## src/hdl/mmb_pkg.sv

```systemverilog
// Shared types, constants and helpers of the matrix multiply with bias block.
// No dependencies; used by every module of the block but mmb_ram.
`timescale 1ns / 1ps
`default_nettype none

package mmb_pkg;

  // Store geometry
  localparam int MAX_DIM     = 16;
  localparam int DIM_HIGH    = (MAX_DIM < 16) ? MAX_DIM : 16;
  localparam int STORE_DEPTH = MAX_DIM * MAX_DIM;
  localparam int ADDR_W      = (STORE_DEPTH > 1) ? $clog2(STORE_DEPTH) : 1;

  // Field widths
  localparam int IDX_W   = 4;
  localparam int DIM_W   = 5;
  localparam int ELEM_W  = 16;
  localparam int PROD_W  = 2 * ELEM_W;
  localparam int ACC_W   = 36;
  localparam int FRAC_SH = 12;

  // Configuration port
  localparam int CFG_IDX_W  = 3;
  localparam int CFG_DATA_W = 16;

  localparam logic [CFG_IDX_W-1:0] CFG_A_ROWS = 3'd0;
  localparam logic [CFG_IDX_W-1:0] CFG_A_COLS = 3'd1;
  localparam logic [CFG_IDX_W-1:0] CFG_B_ROWS = 3'd2;
  localparam logic [CFG_IDX_W-1:0] CFG_B_COLS = 3'd3;
  localparam logic [CFG_IDX_W-1:0] CFG_BIAS   = 3'd4;

  // Opcodes of an input beat
  localparam logic [1:0] OP_WRITE_A = 2'd0;
  localparam logic [1:0] OP_WRITE_B = 2'd1;
  localparam logic [1:0] OP_COMPUTE = 2'd2;

  // Sequencer states
  typedef enum logic [1:0] {
    ST_IDLE,
    ST_READ,
    ST_DRAIN,
    ST_EMIT
  } state_t;

  // Control from the sequencer to the multiply-accumulate unit
  typedef struct packed {
    logic clear;   // load the accumulator with the bias
    logic valid;   // a store read was issued this cycle
    logic last;    // that read is the last of the inner dimension
  } mac_ctrl_t;

  // A dimension register is usable when in 1..DIM_HIGH
  function automatic logic dim_ok(input logic [DIM_W-1:0] d);
    return (d != '0) && (int'(d) <= DIM_HIGH);
  endfunction

  // Q4.12 bias moved up to Q12.24 at accumulator width
  function automatic logic signed [ACC_W-1:0] bias_to_acc(input logic signed [ELEM_W-1:0] b);
    return {{(ACC_W-ELEM_W-FRAC_SH){b[ELEM_W-1]}}, b, {FRAC_SH{1'b0}}};
  endfunction

endpackage

`default_nettype wire

```

## src/hdl/mmb_mac.sv

```systemverilog
// Shared multiply-accumulate unit: registered product, then 36-bit accumulator.
// Depends on mmb_pkg.
`timescale 1ns / 1ps
`default_nettype none

module mmb_mac (
  input  wire logic                               clk,
  input  wire logic                               rst,
  input  wire mmb_pkg::mac_ctrl_t                 ctrl,
  input  wire logic signed [mmb_pkg::ELEM_W-1:0]  bias,
  input  wire logic signed [mmb_pkg::ELEM_W-1:0]  a_data,
  input  wire logic signed [mmb_pkg::ELEM_W-1:0]  b_data,
  output logic signed      [mmb_pkg::ACC_W-1:0]   acc,
  output logic                                    done
);

  // Read-data stage flags, in step with the registered store read data
  logic rd_valid;
  logic rd_last;

  // Product stage
  logic signed [mmb_pkg::PROD_W-1:0] prod;
  logic                              prod_valid;
  logic                              prod_last;

  always_ff @(posedge clk) begin
    if (rst) begin
      rd_valid   <= 1'b0;
      rd_last    <= 1'b0;
      prod_valid <= 1'b0;
      prod_last  <= 1'b0;
    end else begin
      rd_valid   <= ctrl.valid;
      rd_last    <= ctrl.valid & ctrl.last;
      prod_valid <= rd_valid;
      prod_last  <= rd_last;
    end
  end

  // Multiply the two read words
  always_ff @(posedge clk) begin
    prod <= a_data * b_data;
  end

  // Accumulate; the sum wraps at 36 bits
  always_ff @(posedge clk) begin
    if (rst) begin
      acc  <= '0;
      done <= 1'b0;
    end else begin
      done <= prod_valid & prod_last;
      if (ctrl.clear) begin
        acc <= mmb_pkg::bias_to_acc(bias);
      end else if (prod_valid) begin
        acc <= acc + mmb_pkg::ACC_W'(prod);
      end
    end
  end

endmodule

`default_nettype wire

```

## config.mk

```make
export PLATFORM = sky130hd
export DESIGN_NAME = mmb_mac
export DESIGN_NICKNAME = d
export VERILOG_FILES = /design/src/hdl/mmb_pkg.sv /design/src/hdl/mmb_mac.sv
export SDC_FILE = /design/constraint.sdc
export NUM_CORES = 1
export LEC_CHECK = 0
export BUFFER_PORTS_ARGS = -buffer_cell sky130_fd_sc_hd__buf_2
export CAP_MARGIN = 20
export CORE_MARGIN = 2
export CORE_UTILIZATION = 45
export DETAILED_ROUTE_END_ITERATION = 16
export SLEW_MARGIN = 10
export SYNTH_ARGS = -nofsm -noshare
export SYNTH_HDL_FRONTEND = slang
export SYNTH_SLANG_ARGS = --single-unit
```

## constraint.sdc

```tcl
create_clock -name clk -period 9.87 [get_ports clk]
set_input_delay 1.974 -clock clk [delete_from_list [all_inputs] [get_ports clk]]
set_output_delay 1.974 -clock clk [all_outputs]
set_load 0.02 [all_outputs]
```

Word-level counts from Yosys, hierarchy flattened
Cells that the tools add are included.
- flip-flop bits (word level): 73
- input bits: 53
- output and inout port bits: 37
- logic and storage cells: 16
- $add $sub $neg: 1
- multiply operators: 1
- muxes and demuxes: 2
- bitwise operators: 2
- reductions and logical operators: 2
- operators with widths (kind ; number):
    $mux 36 ; 2
    $add 36x32->36 ; 1
    $mul 16x16->32 ; 1
    $and 1x1->1 ; 2
    $reduce_bool 2->1 ; 1
    $reduce_or 2->1 ; 1

Depth between registers and ports, before layout
- word-level depth: 3
- mapped depth: 26
- gate-level depth less buffers: 24

Worst setup path before layout
Ideal clock, no wire load.
- path kind: in2reg
- start point: input b_data[1] in the netlist's numbering
- end point: register prod[31] in the netlist's numbering
- setup time: 72 ps
- arrival time: 7634 ps
- required time: 9798 ps
- slack: 2164 ps
- stages on the path: 24
- buffers on the path: 2
- cells stage by stage: clkbuf_1 -> nand2_1 -> inv_1 -> fa_1 -> fa_1 -> inv_1 -> fa_1 -> inv_1 -> fa_1 -> fa_1 -> inv_1 -> fa_1 -> inv_1 -> ha_1 -> buf_2 -> a2111oi_2 -> nand3_1 -> o2111ai_1 -> a21boi_1 -> a2111oi_2 -> o21ai_1 -> a21o_1 -> a21oi_1 -> xnor2_1
- longest elaborated chain between the ends: 1
- ends and longest elaborated chain (what ; RTL line ; RTL):
    start: declaration ; mmb_mac.sv:12 ; input wire logic signed [mmb_pkg::ELEM_W-1:0] b_data,
    $mul 16x16->32 ; mmb_mac.sv:42 ; prod <= a_data * b_data;
    end signal: assignment ; mmb_mac.sv:42 ;
    end: declaration ; mmb_mac.sv:22 ; logic signed [mmb_pkg::PROD_W-1:0] prod;
Every way passes these cells.
A chain may end at the register's enable or synchronous reset.

Final worst setup path
- start point: input a_data[15] in the netlist's numbering
- end point: register prod[30] in the netlist's numbering
- longest elaborated chain between the ends: 1
- ends and longest elaborated chain (what ; RTL line ; RTL):
    start: declaration ; mmb_mac.sv:11 ; input wire logic signed [mmb_pkg::ELEM_W-1:0] a_data,
    $mul 16x16->32 ; mmb_mac.sv:42 ;
Every way passes these cells.

==> flow_metrics.py <==
metrics = {
    "sta": {
        "whs_ns": 0.428,
        "setup_viol": 0,
        "finalCritPeriodShare_pct": 78.6,
        "grt_setup_unrepaired": "false",
        "skew_ns": 0.00871,
        "period_needed_ns": 7.75,
        "fmax_mhz": 129,
        "max_slew_margin_pct": 48.2,
        "tightestPinTransition_ns": 0.776,
        "timing.setup.tns_ns": 0,
        "finalMaxSlewViolations": 0,
        "hold_viol": 0,
    },
    "logic_synthesis": {
        "synthesis.instances": 1540,
        "synth_ff_type": "dfxtp_1",
        "synth_top_area_share_pct": 37.9,
        "synthArstFlopShare_pct": 0,
        "syn_area_per_cell_um2": 9.02,
        "synth_area_leaders": "fa_1, ha_1, dfxtp_1",
        "synth_most_common_cell": "inv_1",
        "synth.distinct_cells": 66,
        "synth_edf_count": 0,
        "synth_fp_nets": 1973,
        "syn-cell-area_um2": 13900,
        "ys_ff_latch": 73,
        "ys_warn_count": 0,
        "synth_common_cells": "inv_1, fa_1, nand2_1, and2_1, ha_1",
        "synth_area_leader_cell": "fa_1",
        "ys_seq_area_share_pct": 10.5,
    },
    "clocking": {
        "cts_sinks": 73,
        "cts_tree": "done",
        "cts.clk_slew.worst_paths_ns": 0.06,
        "htree_levels": 3,
        "max-clock-path-buffers": 2,
        "insertion_delay_ns": 0.33,
        "cts_hold_buf": 0,
        "cts_made_buffers": 9,
        "clock-root-buffer": "clkbuf_16",
        "cts_setup_buffers": 0,
        "cts_resized": 0,
    },
    "placement": {
        "io_buffer_count": 89,
        "place.gp.congestion": 0.867,
        "dpl.hpwl_mm": 26.2,
    },
    "job": {
        "maxCapViolations": 0,
    },
    "detailed_routing": {
        "firstDrtPassIters": 5,
        "ant_nets": 0,
        "dr_wl_met2_mm": 13.6,
        "top_layer_used": "met4",
        "wl_mm": 31.6,
        "initialDrtViolationCount": 458,
        "vias": 10100,
        "wire_per_inst_um": 15.9,
        "via_per_inst": 5.06,
        "drc": 0,
        "drt-met1-wl_mm": 16.3,
        "wl_met3_mm": 1.50,
    },
    "critical_path": {
        "timing.rr.start": "acc[0]",
        "cp.required_ns": 10.13,
        "arrival_ns": 8.02,
        "cpMaxStageDelayCell": "fa_1",
        "crit_chain": "buf_2 > and2_1 > inv_1 > fa_1 > inv_1 > fa_1 > fa_1 > fa_1 > fa_1 > inv_1 > fa_1 > inv_1 > ha_1 > a21o_1 > a21o_1 > a221oi_1 > a21oi_1 > a2111o_1 > a21oi_1 > xnor2_1",
        "crit_fanout": 16,
        "slowest_delay_ns": 0.82,
        "reg2reg_slack_ns": 6.96,
        "r2r-end": "acc[34]",
        "worstSetupStartpointType": "primary input",
        "cpMostUsedCell": "fa_1",
        "r2r_cells": 12,
        "critical_path_class": "in2reg",
        "endpoint_kind": "flop",
    },
    "cells_and_area": {
        "seq_area_um2": 1460,
        "multiInputGateArea_um2": 11000,
        "n_antenna_cell": 0,
        "area_growth_pct": 7.79,
        "layout-drive-gt1-share_pct": 8.09,
        "fillerInstances": 2937,
        "final_util_pct": 49.1,
        "fin_nets": 2023,
    },
    "floorplan": {
        "core_um2": 30500,
        "die_w_um": 180,
        "std_cell_rows": 64,
        "die_h_um": 180,
        "initial_utilization_pct": 45.5,
        "dieArea_um2": 32300,
        "ios": 90,
    },
    "global_routing": {
        "grt_pass1_wl_mm": 53.0,
        "grt-ovfl-total": 0,
        "antenna_found_initial": 0,
        "grt_usage_pct": 20.0,
        "grt_pass1_vias": 10400,
        "grt_start_max_net_pins": 54,
    },
    "min_path": {
        "min_to": "done",
        "hp-class": "reg2reg",
        "worstHoldStart": "prod_last",
        "min_path_cells": 2,
    },
    "run_status": {
        "status": "complete, no violations",
    },
}
## cell usage in the layout (no fill, tap or decap), types with 3 or more instances in the layout
| cell type | instances |
|---|---|
| o211ai_1 | 5 |
| nand2b_1 | 9 |
| a2111oi_2 | 5 |
| ha_1 | 117 |
| o21bai_1 | 5 |
| a221oi_1 | 8 |
| o21ai_1 | 5 |
| a21boi_1 | 3 |
| o31ai_1 | 4 |
| and3_1 | 6 |
| clkbuf_16 | 9 |
| o21ai_0 | 23 |
| fa_1 | 263 |
| a31oi_1 | 4 |
| and2_1 | 128 |
| a21o_1 | 27 |
| xor2_1 | 24 |
| nor3_1 | 9 |
| buf_2 | 89 |
| inv_1 | 326 |
| nand3_1 | 12 |
| mux2i_1 | 14 |
| xnor2_1 | 44 |
| nor2b_1 | 15 |
| dfxtp_1 | 72 |
| nand2_1 | 154 |
| nand4_1 | 7 |
| nor2_1 | 67 |
| a211oi_1 | 11 |
| a21oi_1 | 61 |
| o21a_1 | 16 |
## logic make-up (layout without fill, tap and decap cells)
logic type / Yosys count / in the layout / share of synthesized area (%)
adder cells (fa/ha/maj): 380 / 380 / 48.5
flip-flops: 73 / 73 / 10.5
buffers and inverters: 377 / 431 / 10.2
AO/OA/AOI/OAI: 206 / 206 / 10.4
XOR/XNOR: 68 / 68 / 4.29
multiplexers: 16 / 16 / 1.17
AND/OR/NAND/NOR: 420 / 420 / 14.9
## sequential cells by signal, indices dropped and copies added (netlist names)
| name | cells |
|---|---|
| acc | 36 |
| rd_valid | 1 |
| done | 1 |
| prod | 32 |
| prod_last | 1 |
| rd_last | 1 |
| prod_valid | 1 |
## per-stage QoR
stage	cells	area, µm²	setup WS, ns
detailed placement	1975	14600	1.76
CTS	1990	15000	2.11
finish	1990	15000	2.12
floorplan	1540	13900	2.16
global placement	1975	14600	1.87
global route	1990	15000	1.79
## how the worst max path moves through the flow
stage	start	endpoint	slack, ns	cells past startpoint
2_1_floorplan	b_data[1]	prod[31]	2.16	24
3_3_place_gp	a_data[15]	prod[31]	1.87	23
3_5_place_dp	a_data[15]	prod[30]	1.76	20
4_1_cts	a_data[15]	prod[30]	2.11	20
5_1_grt	a_data[15]	prod[31]	1.79	23
6_report	a_data[15]	prod[30]	2.12	20
## critical path: cells and delay by family
| family | cells | cell delay (ns) |
|---|---|---|
| xor gates and xnor gates | 1 | 0.13 |
| and+or+nand+nor | 1 | 0.21 |
| buffers and inverters | 5 | 0.48 |
| adders and majority gates | 7 | 3.71 |
| AOI/OAI and AO/OA | 6 | 1.49 |
## cell type report
class / count / share of cell area, %
Clock buffer: 11 / 1.69
Clock inverter: 4 / 0.510
Inverter: 326 / 8.17
Multi-Input combinational cell: 1090 / 73.5
Sequential cell: 73 / 9.77
Tap cell: 396 / 3.31
Timing Repair Buffer: 90 / 3.03
## layer usage
metal  up-vias  global-route usage [%]
met5         -                       0
met4         0                    2.57
met1      4953                    30.7
met2       234                    30.9
li1       4864                       -
met3        13                    2.59
Power is left out: the tool's default activity adds up to more than one toggle a clock period on the data nets, which glitch-free logic cannot reach.
